**config.mk**
```make
export PLATFORM = sky130hd
export DESIGN_NAME = bfla_ctrl
export DESIGN_NICKNAME = d
export VERILOG_FILES = /design/src/rtl/bfla_pkg.sv /design/src/rtl/bfla_ctrl.sv
export SDC_FILE = /design/constraint.sdc
export NUM_CORES = 1
export LEC_CHECK = 0
export ABC_CLOCK_PERIOD_IN_PS = 1790
export BUFFER_PORTS_ARGS = -buffer_cell sky130_fd_sc_hd__buf_4
export CELL_PAD_IN_SITES_DETAIL_PLACEMENT = 1
export CELL_PAD_IN_SITES_GLOBAL_PLACEMENT = 2
export CORE_MARGIN = 2
export CORE_UTILIZATION = 20
export CTS_CLUSTER_SIZE = 12
export DETAILED_ROUTE_END_ITERATION = 8
export HOLD_SLACK_MARGIN = 0.15
export PLACE_DENSITY_LB_ADDON = 0.05
export SYNTH_ARGS = -nofsm -noshare
export SYNTH_HDL_FRONTEND = slang
export SYNTH_SLANG_ARGS = --single-unit
```
**constraint.sdc**
```tcl
create_clock -name clk -period 1.79 [get_ports clk]
set_clock_uncertainty 0.05 [all_clocks]
set_input_delay 0.179 -clock clk [delete_from_list [all_inputs] [get_ports clk]]
set_output_delay 0.179 -clock clk [all_outputs]
set_load 0.01 [all_outputs]
```
**src/rtl/bfla_pkg.sv**
```systemverilog
// ----------------------------------------------------------------------------
// bfla_pkg
// Shared widths, codes and controller/datapath types for the linked
// free-list block allocator.
// ----------------------------------------------------------------------------
package bfla_pkg;

    // field widths
    localparam int IDX_W  = 10;
    localparam int CNT_W  = 11;
    localparam int FUNC_W = 2;
    localparam int STAT_W = 2;

    // largest volume that a block index can address
    localparam int IDX_SPAN = 1024;

    // defaults
    localparam int MAX_BLOCKS_DEF = 1024;
    localparam logic [CNT_W-1:0] BLOCK_COUNT_RST = 11'd1024;
    localparam logic [CNT_W-1:0] BLOCK_COUNT_MIN = 11'd2;

    // request kinds
    typedef enum logic [FUNC_W-1:0] {
        FUNC_FORMAT = 2'd0,
        FUNC_ALLOC  = 2'd1,
        FUNC_FREE   = 2'd2
    } func_t;

    // result status codes
    typedef enum logic [STAT_W-1:0] {
        STAT_OK          = 2'd0,
        STAT_EMPTY       = 2'd1,
        STAT_UNFORMATTED = 2'd2,
        STAT_BAD_INDEX   = 2'd3
    } status_t;

    // controller states
    typedef enum logic [1:0] {
        ST_IDLE,
        ST_FMT,
        ST_ALLOC,
        ST_DONE
    } state_t;

    // commands from controller to datapath
    typedef struct packed {
        logic    fmt_start;
        logic    fmt_step;
        logic    fmt_finish;
        logic    alloc_pop;
        logic    free_push;
        logic    res_set;
        status_t res_status;
        logic    out_load;
    } dp_cmd_t;

    // status from datapath to controller
    typedef struct packed {
        logic formatted;
        logic head_zero;
        logic free_bad;
        logic fmt_last;
        logic out_free;
    } dp_stat_t;

endpackage

```
**src/rtl/bfla_ctrl.sv**
```systemverilog
// ----------------------------------------------------------------------------
// bfla_ctrl
// Controller: sequences format, allocate and free requests and hands the
// result to the output register.
// ----------------------------------------------------------------------------
module bfla_ctrl (
    input  logic                        clk,
    input  logic                        rst_n,
    input  logic                        in_valid,
    input  logic [bfla_pkg::FUNC_W-1:0] in_func,
    output logic                        in_ready,
    input  bfla_pkg::dp_stat_t          stat,
    output bfla_pkg::dp_cmd_t           cmd
);

    bfla_pkg::state_t state_reg;
    bfla_pkg::state_t state_next;

    // state register
    always_ff @(posedge clk or negedge rst_n)
    begin
        if (!rst_n)
        begin
            state_reg <= bfla_pkg::ST_IDLE;
        end
        else
        begin
            state_reg <= state_next;
        end
    end

    // next state and commands
    always_comb
    begin
        state_next     = state_reg;
        in_ready       = 1'b0;
        cmd            = '0;
        cmd.res_status = bfla_pkg::STAT_OK;

        case (state_reg)
            bfla_pkg::ST_IDLE:
            begin
                in_ready = 1'b1;
                if (in_valid)
                begin
                    state_next = bfla_pkg::ST_DONE;
                    case (in_func)
                        bfla_pkg::FUNC_FORMAT:
                        begin
                            cmd.fmt_start = 1'b1;
                            state_next    = bfla_pkg::ST_FMT;
                        end
                        bfla_pkg::FUNC_ALLOC:
                        begin
                            if (!stat.formatted)
                            begin
                                cmd.res_set    = 1'b1;
                                cmd.res_status = bfla_pkg::STAT_UNFORMATTED;
                            end
                            else if (stat.head_zero)
                            begin
                                cmd.res_set    = 1'b1;
                                cmd.res_status = bfla_pkg::STAT_EMPTY;
                            end
                            else
                            begin
                                // link of the head is read this cycle
                                state_next = bfla_pkg::ST_ALLOC;
                            end
                        end
                        bfla_pkg::FUNC_FREE:
                        begin
                            cmd.res_set = 1'b1;
                            if (!stat.formatted)
                            begin
                                cmd.res_status = bfla_pkg::STAT_UNFORMATTED;
                            end
                            else if (stat.free_bad)
                            begin
                                cmd.res_status = bfla_pkg::STAT_BAD_INDEX;
                            end
                            else
                            begin
                                cmd.free_push = 1'b1;
                            end
                        end
                        default:
                        begin
                            // unused request kind, no change
                            cmd.res_set = 1'b1;
                        end
                    endcase
                end
            end

            bfla_pkg::ST_FMT:
            begin
                cmd.fmt_step = 1'b1;
                if (stat.fmt_last)
                begin
                    cmd.fmt_finish = 1'b1;
                    cmd.res_set    = 1'b1;
                    state_next     = bfla_pkg::ST_DONE;
                end
            end

            bfla_pkg::ST_ALLOC:
            begin
                cmd.alloc_pop = 1'b1;
                state_next    = bfla_pkg::ST_DONE;
            end

            bfla_pkg::ST_DONE:
            begin
                if (stat.out_free)
                begin
                    cmd.out_load = 1'b1;
                    state_next   = bfla_pkg::ST_IDLE;
                end
            end

            default:
            begin
                state_next = bfla_pkg::ST_IDLE;
            end
        endcase
    end

endmodule

```
==> run_results.csv, run 1 <==
group,metric,value,unit
global_routing,globalRouteOverflowTotal,0,
detailed_routing,dr.first_iter.drc_count,10,
synth,avgSynthCellArea,8.35,sq um
global_routing,grt_util_all_layers,9.34,%
synth,synth_area_leaders,"ha_1 (34%), dfrtp_1 (15%), inv_1 (9.0%)",
worst_setup_path,startpoint_type,"flop",
clocking,cts-htree-levels,1,
power_and_ir_drop,ir_worst_vdd,0.610,mV
power_and_ir_drop,switching_share,39.0,%
global_routing,grt_pass1_vias,345,
worst_setup_path,crit_family,"flip-flops",
power_and_ir_drop,pwr-share-seq,14.6,%
synth,synth_cell_types,19,
timing,setup_ws,92.9,ps
timing,finalSetupViolCount,0,
timing,drv_slew,0,
synth,ys_warn_count,0,
flow_run,max_cap_violations,0,
worst_setup_path,worstPathArrival,1470,ps
floorplanning,rows,14,
clocking,clock-sinks,2,
timing,max_slew_margin,71.2,%
floorplanning,die_x,44.9,um
clocking,postCtsSetupRepairBufs,0,
finish,layout.nets,86,
detailed_routing,drt-pass1-iter-count,4,
worst_setup_path,critPathBufInv,3,
placement,place_inst,77,
placement,place_congestion,0.686,
worst_setup_path,path_common_cell,"buf_4",
floorplanning,die_area,2010,sq um
timing,worstMarginPinSlew,431,ps
worst_setup_path,crit_type,"flop to output pin",
detailed_routing,routedWlPerCell,10.9,um
placement,dp_hpwl,749,um
detailed_routing,drcViolationCount,0,
finish,diodes,0,
placement,pre_cts_ws,72.0,ps
synth,synth_top_family_by_area,"adder cells",
finish,fillers,196,
synth,netlist.area_leader.share,33.7,%
worst_setup_path,path_cells,"inv_2, ha_1, buf_4, nand3_1, nor3b_2, buf_4",
worst_setup_path,cpPeakStageDelay,400,ps
synth,synth_area_leader_cell,"ha_1",
power_and_ir_drop,p_leak,0.306,nW
floorplanning,coreArea,1540,sq um
floorplanning,start_util,21.7,%
timing,period_share,94.8,%
clocking,cts_buffer_depth,2,
finish,stdcell_count,81,
timing,max_freq,589,MHz
worst_setup_path,crit_fanout,5,
synth,synth-seq-area-share,15.0,%
global_routing,grt_pass1_wl,1.40,mm
clocking,cts-root-buf,"clkbuf_4",
worst_setup_path,crit_slowest_cell,"dfrtp_1",
synth,ys_seq_elements,2,
clocking,cts_tree,"built",
detailed_routing,postRouteAntennaNets,0,
clocking,clk_latency,220,ps
synth,synth_xor_xnor_area_share,0,%
power_and_ir_drop,p_clk_share,15.7,%
global_routing,grt_max_degree,6,
clocking,clk_pin_slew,30,ps
detailed_routing,vias,360,
worst_setup_path,reg2reg_to,"state_reg[0]",
global_routing,antenna_found_initial,0,
timing,fin_crit,1700,ps
synth,synth_fa_ha_area_share,33.7,%
floorplanning,ios,20,
worst_setup_path,reg2reg_depth,4,
clocking,cts-buffers-inserted,3,
finish,drive_gt1_share,47.7,%
detailed_routing,wirelength,883,um
worst_setup_path,r2r-start,"state_reg[0]",
synth,synth_compound_gate_area_share,16.1,%
floorplanning,die_y,44.9,um
synth,synthSimpleGateAreaFrac,18.4,%
power_and_ir_drop,power_switching,245,uW
power_and_ir_drop,share_comb_of_total_power,69.7,%
worst_setup_path,reg2reg_slack,130,ps
synth,muxShareOfSynthArea,6.74,%
timing,final_hold_viol_count,0,
finish,largest_reg_flops,2,
hold_path,hold_class,"input pin to asynchronous set/reset pin",
synth,syn-cell-area,334,sq um
synth,synth_cells,40,
placement,portBuffers,19,
worst_setup_path,worstPathRequired,1560,ps
synth,syn_nets,59,
power_and_ir_drop,power.density,1130,nW/um^2
worst_setup_path,cp-end-kind,"output pin",
power_and_ir_drop,internal-power,383,uW
detailed_routing,via_per_inst,4.44,
finish,synthToLayoutAreaGrowth,65.9,%
status,status,"complete, no violations",
power_and_ir_drop,power,627,uW
timing,whs,223,ps
-- how the worst max path moves through the flow --
stage | start | end | slack [ps] | cells after the start
floorplan | state_reg[0] | state_reg[0] | 100 | 4
CTS | state_reg[0] | cmd[1] | 60 | 6
finish | state_reg[0] | cmd[1] | 90 | 6
detailed placement | state_reg[0] | state_reg[0] | 70 | 4
global route | state_reg[1] | cmd[1] | -1 | 6
global placement | state_reg[0] | state_reg[0] | 100 | 4
-- layer usage --
| layer | vias up | wire length (um) | share of wire (%) | track usage [%] |
|---|---|---|---|---|
| met4 | 0 | 0 | 0 | 5.29 |
| met3 | 0 | 65 | 7.4 | 1.60 |
| met2 | 10 | 395 | 45 | 12.8 |
| li1 | 187 | - | - | - |
| met5 | - | 0 | 0 | 0 |
| met1 | 163 | 421 | 48 | 13.7 |
-- Yosys cell counts --
library cell	n
and3_2	1
and2_1	2
inv_1	8
nor3b_1	2
nand2_1	1
ha_1	9
a31oi_1	1
mux2_2	2
nand3_1	2
dfrtp_1	2
a21oi_1	2
inv_2	1
and3b_1	1
o21bai_1	1
a222oi_1	1
nor2_1	1
o21ai_0	1
o211ai_1	1
a22oi_1	1
-- cells by family after synthesis --
logic type / count (synthesis)
fa+ha+maj: 9
simple gates: 10
buf+inv: 9
compound gates: 8
mux: 2
flops: 2
-- timing repair --
action	4_1_cts	5_1_grt
gates resized for setup	0	3
setup endpoints to repair	0	4
hold endpoints to repair	2	0
hold buffers	1	0
-- area by class of cell --
type	instances	area, sq um	area share, %
sequential	2	50.0	9.03
multi-input combinational	29	260	47.0
tap	16	20.0	3.61
timing repair buffer	22	168	30.2
inverter	9	33.8	6.09
clock buffer	3	22.5	4.06
-- layout by cell type, fill, tap and decap left out, drive strengths merged --
master / instances
nand3: 2
nor2: 1
dfrtp: 2
a22oi: 1
nor3b: 2
o211ai: 1
buf: 21
and3: 1
and2: 2
mux2: 2
a31oi: 1
a222oi: 1
o21ai: 1
o21bai: 1
clkbuf: 3
inv: 9
ha: 9
a21oi: 2
and3b: 1
dlygate4sd3: 1
nand2: 1
-- per-stage QoR --
step	area, sq um	util [%]	TNS, ps
floorplan	334	-	0
global placement	512	33.2	0
detailed placement	512	33.2	0
CTS	544	35.3	0
global route	554	36.0	-1.14
finish	554	36.0	0
-- power by group through the flow --
stage	clock network [mW]	logic, mW	registers [mW]
detailed placement	0	0.442	0.0915
CTS	0.105	0.445	0.0910
global placement	0	0.446	0.0896
floorplan	0	0.259	0.0910
global route	0.110	0.489	0.0971
finish	0.0987	0.437	0.0915
(Power assumes the default switching activity.)
==> inputs of run 2 (changes only) <==
- ABC_CLOCK_PERIOD_IN_PS: 1790 -> 1630
- clock period: 1.79 -> 1.63 ns (I/O delays scaled with it)
==> run 2 against run 1 <==
  * The flow now finishes with violations (negative setup slack)
  * Clock power rose by 5%
  * Sequential share of layout area decreased by 1.3 points
  * Final area increased by 17%
  * Setup slack lost 100 ps
  * Count of clock-buffer cells in the layout unchanged
  * Sequential power rose by 17%
  * Non-clock buffer count rose by 6
  * Total power up 46%
  * Hold slack got worse by 7.9 ps
  * Critical path type is now flop to flop
==> run_results.csv, run 2 (synthesis gave the netlist of run 1 again) <==
group,metric,value,unit
status,status,"complete, but fails checks",
status,violations,"negative setup slack",
timing,drv_slew,0,
clocking,cts_buffer_depth,2,
global_routing,grt_max_degree,6,
detailed_routing,drcViolationCount,0,
clocking,cts-buffers-inserted,3,
floorplanning,ios,20,
finish,drive_gt1_share,60.6,%
clocking,clk_pin_slew,30,ps
clocking,clk_latency,220,ps
timing,period_share,101,%
placement,dpl_cell_area,529,sq um
detailed_routing,via_per_inst,4.56,
worst_setup_path,cp-end-kind,"flop",
placement,portBuffers,19,
finish,layout.nets,92,
timing,finalSetupViolCount,1,
timing,max_slew_margin,81.1,%
finish,largest_reg_flops,2,
global_routing,grt_pass1_vias,425,
detailed_routing,dr.first_iter.drc_count,6,
floorplanning,start_util,21.7,%
detailed_routing,wirelength,1.08,mm
finish,synthToLayoutAreaGrowth,94.0,%
floorplanning,die_y,44.9,um
power_and_ir_drop,internal-power,572,uW
timing,rsz0062_at_grt,"true",
flow_run,max_cap_violations,0,
worst_setup_path,crit_fanout,4,
timing,fin_crit,1640,ps
power_and_ir_drop,p_clk_share,11.3,%
placement,pre_cts_ws,-44.7,ps
worst_setup_path,reg2reg_slack,-10,ps
power_and_ir_drop,power_switching,346,uW
finish,final_cell_mix,"buf_4 (25), inv_1 (6), ha_1 (6)",
timing,worstMarginPinSlew,283,ps
timing,max_freq,609,MHz
finish,seq_area,50.0,sq um
power_and_ir_drop,ir_worst_vdd,0.895,mV
power_and_ir_drop,power.density,1420,nW/um^2
detailed_routing,routedWlPerCell,12.4,um
timing,setup_ws,-11.8,ps
global_routing,grt_util_all_layers,11.9,%
power_and_ir_drop,pwr-share-seq,11.7,%
worst_setup_path,worstPathArrival,1680,ps
detailed_routing,vias,397,
finish,diodes,0,
worst_setup_path,crit_type,"flop to flop",
hold_path,hold_class,"input pin to asynchronous set/reset pin",
global_routing,antenna_found_initial,0,
finish,fin_area,648,sq um
placement,dp_hpwl,818,um
clocking,cts-htree-levels,1,
power_and_ir_drop,p_leak,0.343,nW
global_routing,grt_pass1_wl,1.77,mm
timing,final_hold_viol_count,0,
clocking,cts_tree,"built",
power_and_ir_drop,switching_share,37.7,%
floorplanning,coreArea,1540,sq um
clocking,clock-sinks,2,
worst_setup_path,worstPathRequired,1670,ps
floorplanning,rows,14,
detailed_routing,drt-pass1-iter-count,4,
floorplanning,die_x,44.9,um
finish,layout_commonest_cell,"buf_4",
global_routing,globalRouteOverflowTotal,0,
placement,place_congestion,0.712,
finish,fillers,191,
floorplanning,die_area,2010,sq um
clocking,cts-root-buf,"clkbuf_4",
finish,multiInputGateArea,302,sq um
power_and_ir_drop,share_comb_of_total_power,77.0,%
detailed_routing,postRouteAntennaNets,0,
worst_setup_path,startpoint_type,"flop",
[run 2: changes by cell type in the layout (fill, tap and decap cells not counted), sizes merged]
cell | previous run | this run
buf | 21 | 27
[run 2: critical path, stage by stage, from the launching register on]
cell      delay, ps
dfrtp_1         410
inv_2            80
ha_4            160
a222oi_1        330
buf_4           190
mux2_4          300
[run 2: final timing paths]
check,startpoint,to,cells after the start
min reg2reg,state_reg[0],state_reg[0],1
max in group asynchronous,rst_n,state_reg[0],2
max,state_reg[0],state_reg[0],5
min in group clk,stat[0],state_reg[1],5
max reg2reg,state_reg[0],state_reg[0],5
min,rst_n,state_reg[1],2
[run 2: through the flow]
stage / cells / hold WS, ps / TNS, ps / utilization (%) / power (mW)
2_1_floorplan: 40 / -183 / 0 / - / 0.387
3_3_place_gp: 79 / -102 / -65.1 / 34.3 / 0.619
3_5_place_dp: 79 / -103 / -74.2 / 34.3 / 0.631
4_1_cts: 86 / 204 / -3.68 / 39.0 / 0.816
5_1_grt: 87 / 204 / -229 / 42.0 / 0.992
6_report: 87 / 215 / -11.8 / 42.0 / 0.918
[run 2: power by group through the flow]
| stage | clock network [mW] | logic [mW] | registers [mW] |
|---|---|---|---|
| final | 0.104 | 0.707 | 0.107 |
| after global routing | 0.117 | 0.763 | 0.112 |
| after CTS | 0.111 | 0.600 | 0.105 |
| after detailed placement | 0 | 0.526 | 0.105 |
| after global placement | 0 | 0.516 | 0.103 |
| after floorplan | 0 | 0.287 | 0.0999 |
[run 2: cell type report]
type,instances,area share (%)
Multi-Input combinational cell,29,46.5
Timing Repair Buffer,28,34.0
Sequential cell,2,7.72
Inverter,9,5.21
Clock buffer,3,3.47
Tap cell,16,3.09
[run 2: timing repair]
action                                 in CTS  in global routing
setup buffers                               3                  1
endpoints found under the hold margin       2                  0
setup endpoints to repair                   6                  6
resized for setup                           6                  8
pin swaps                                   1                  4
hold buffers                                1                  0
cloned                                      0                  0
[run 2: layer usage]
layer | global-route usage, % | share of wire, % | wire (um) | up-vias
met5 | 0 | 0 | 0 | -
met4 | 5.29 | 0 | 0 | 0
met3 | 1.20 | 3.6 | 39 | 0
met2 | 20.3 | 53 | 570 | 9
met1 | 15.0 | 43 | 466 | 188
li1 | - | - | - | 200
==> inputs of run 3 (changes only) <==
- PLACE_DENSITY_LB_ADDON: 0.05 -> 0.1
==> run 3 against run 2 <==
  * The run still ends with negative setup slack left
  * Fmax decreased by 3.8%
  * Largest cell class unchanged
  * Critical path type unchanged
  * Combinational power grew 13%
  * Hold slack better by 1.6 ps
  * Non-clock buffer count up 1
  * Count of clock-buffer cells in the layout is the same
  * Via count fell by 1.5%
==> run_results.csv, run 3 (synthesis gave the netlist of run 1 again) <==
group,metric,value,unit
global_routing,globalRouteOverflowTotal,0,
placement,portBuffers,19,
floorplanning,coreArea,1540,sq um
placement,dp_hpwl,812,um
clocking,clk_latency,230,ps
detailed_routing,wirelength,1.12,mm
detailed_routing,drcViolationCount,0,
finish,synthToLayoutAreaGrowth,107,%
clocking,cts_tree,"built",
finish,post-route-util,44.8,%
finish,largest_reg_flops,2,
global_routing,grt_max_degree,6,
floorplanning,die_y,44.9,um
floorplanning,die_x,44.9,um
timing,fin_tns_setup,-152,ps
clocking,cts-htree-levels,1,
floorplanning,ios,20,
power_and_ir_drop,power.density,1490,nW/um^2
clocking,cts-root-buf,"clkbuf_4",
global_routing,grt_pass1_wl,1.68,mm
worst_setup_path,crit_fanout,3,
detailed_routing,postRouteAntennaNets,0,
power_and_ir_drop,internal-power,633,uW
timing,rsz0062_at_grt,"true",
worst_setup_path,cpPeakStageDelay,430,ps
placement,place_congestion,0.712,
clocking,cts-buffers-inserted,3,
power_and_ir_drop,share_comb_of_total_power,78.0,%
global_routing,grt_pass1_vias,395,
worst_setup_path,crit_type,"flop to flop",
timing,whs,217,ps
hold_path,hold_class,"input pin to asynchronous set/reset pin",
power_and_ir_drop,pwr-share-seq,11.3,%
global_routing,antenna_found_initial,0,
clocking,clock-sinks,2,
worst_setup_path,reg2reg_slack,-80,ps
worst_setup_path,cp-end-kind,"flop",
global_routing,grt_util_all_layers,11.6,%
clocking,clk_pin_slew,30,ps
timing,max_slew_margin,75.1,%
power_and_ir_drop,p_leak,0.353,nW
timing,drv_slew,0,
floorplanning,start_util,21.7,%
flow_run,max_cap_violations,0,
detailed_routing,dr.first_iter.drc_count,5,
floorplanning,rows,14,
worst_setup_path,worstPathRequired,1680,ps
finish,diodes,0,
timing,finalSetupViolCount,2,
power_and_ir_drop,power,1.03,mW
finish,multiInputGateArea,335,sq um
timing,final_hold_viol_count,0,
power_and_ir_drop,p_clk_share,10.7,%
power_and_ir_drop,switching_share,38.4,%
finish,layout_commonest_cell,"buf_4",
detailed_routing,drt-pass1-iter-count,4,
finish,drive_gt1_share,65.3,%
power_and_ir_drop,power_switching,394,uW
worst_setup_path,path_cells,"buf_6, ha_4, a222oi_1, buf_4, mux2_4",
timing,period_share,105,%
worst_setup_path,crit_slowest_cell,"dfrtp_2",
status,status,"complete, but fails checks",
timing,fin_crit,1710,ps
finish,layout.nets,93,
finish,seq_area,51.3,sq um
clocking,cts_buffer_depth,2,
timing,max_freq,586,MHz
detailed_routing,vias,391,
status,violations,"negative setup slack",
floorplanning,die_area,2010,sq um
worst_setup_path,worstPathArrival,1760,ps
power_and_ir_drop,ir_worst_vdd,0.908,mV
timing,worstMarginPinSlew,373,ps
timing,setup_ws,-76.6,ps
finish,fillers,185,
detailed_routing,via_per_inst,4.44,
finish,final_cell_mix,"buf_4 (26), inv_1 (6), ha_1 (5)",
detailed_routing,routedWlPerCell,12.8,um
worst_setup_path,startpoint_type,"flop",
==> run 3: cell type report <==
class | instances | share of cell area [%]
clock buffer | 3 | 3.26
inverter | 9 | 4.89
multi-input combinational | 29 | 48.6
sequential | 2 | 7.43
tap | 16 | 2.90
timing repair buffer | 29 | 33.0
==> run 3: timing repair <==
action / in CTS / in global routing
resized for setup: 9 / 10
buffers inserted: 3 / 2
setup endpoints to repair: 5 / 5
hold endpoints to repair: 2 / 0
pin swaps: 2 / 4
hold buffers: 1 / 0
==> run 3: path summary, 6_finish.rpt <==
| check | depth (start not counted) | to | from |
|---|---|---|---|
| max | 5 | state_reg[1] | state_reg[0] |
| min | 2 | state_reg[0] | rst_n |
| max reg2reg | 5 | state_reg[1] | state_reg[0] |
| min reg2reg | 2 | state_reg[1] | state_reg[1] |
| max in group asynchronous | 2 | state_reg[0] | rst_n |
| min in group clk | 5 | state_reg[0] | stat[0] |
==> run 3: power groups by stage <==
| stage | Sequential (mW) | Clock, mW | Combinational (mW) |
|---|---|---|---|
| after floorplan | 0.0999 | 0 | 0.287 |
| after global placement | 0.103 | 0 | 0.515 |
| after detailed placement | 0.102 | 0 | 0.523 |
| after CTS | 0.106 | 0.113 | 0.634 |
| after global routing | 0.120 | 0.119 | 0.884 |
| final | 0.116 | 0.110 | 0.801 |
==> run 3: per-stage QoR <==
step,std cells,area [sq um],setup slack (ps)
after floorplan,40,337,28.3
after global placement,79,529,-26.7
after detailed placement,79,529,-27.1
after CTS,86,618,-10.5
after global routing,88,691,-128
final,88,691,-76.6
==> run 3: critical path, delay by kind of cell, from the launching register on <==
| kind | cells | cell delay, ps |
|---|---|---|
| AO/OA/AOI/OAI | 1 | 320 |
| adder cells (fa/ha/maj) | 1 | 150 |
| buffers and inverters | 2 | 330 |
| flip-flops | 1 | 430 |
| multiplexers | 1 | 290 |
==> run 3: routing by layer <==
metal	routed length (um)	share of wire (%)	GRT usage, %	up-vias
li1	-	-	-	202
met1	538	48	15.4	180
met2	526	47	18.6	9
met3	56	5.0	4.00	0
met4	0	0	1.76	0
met5	0	0	0	-
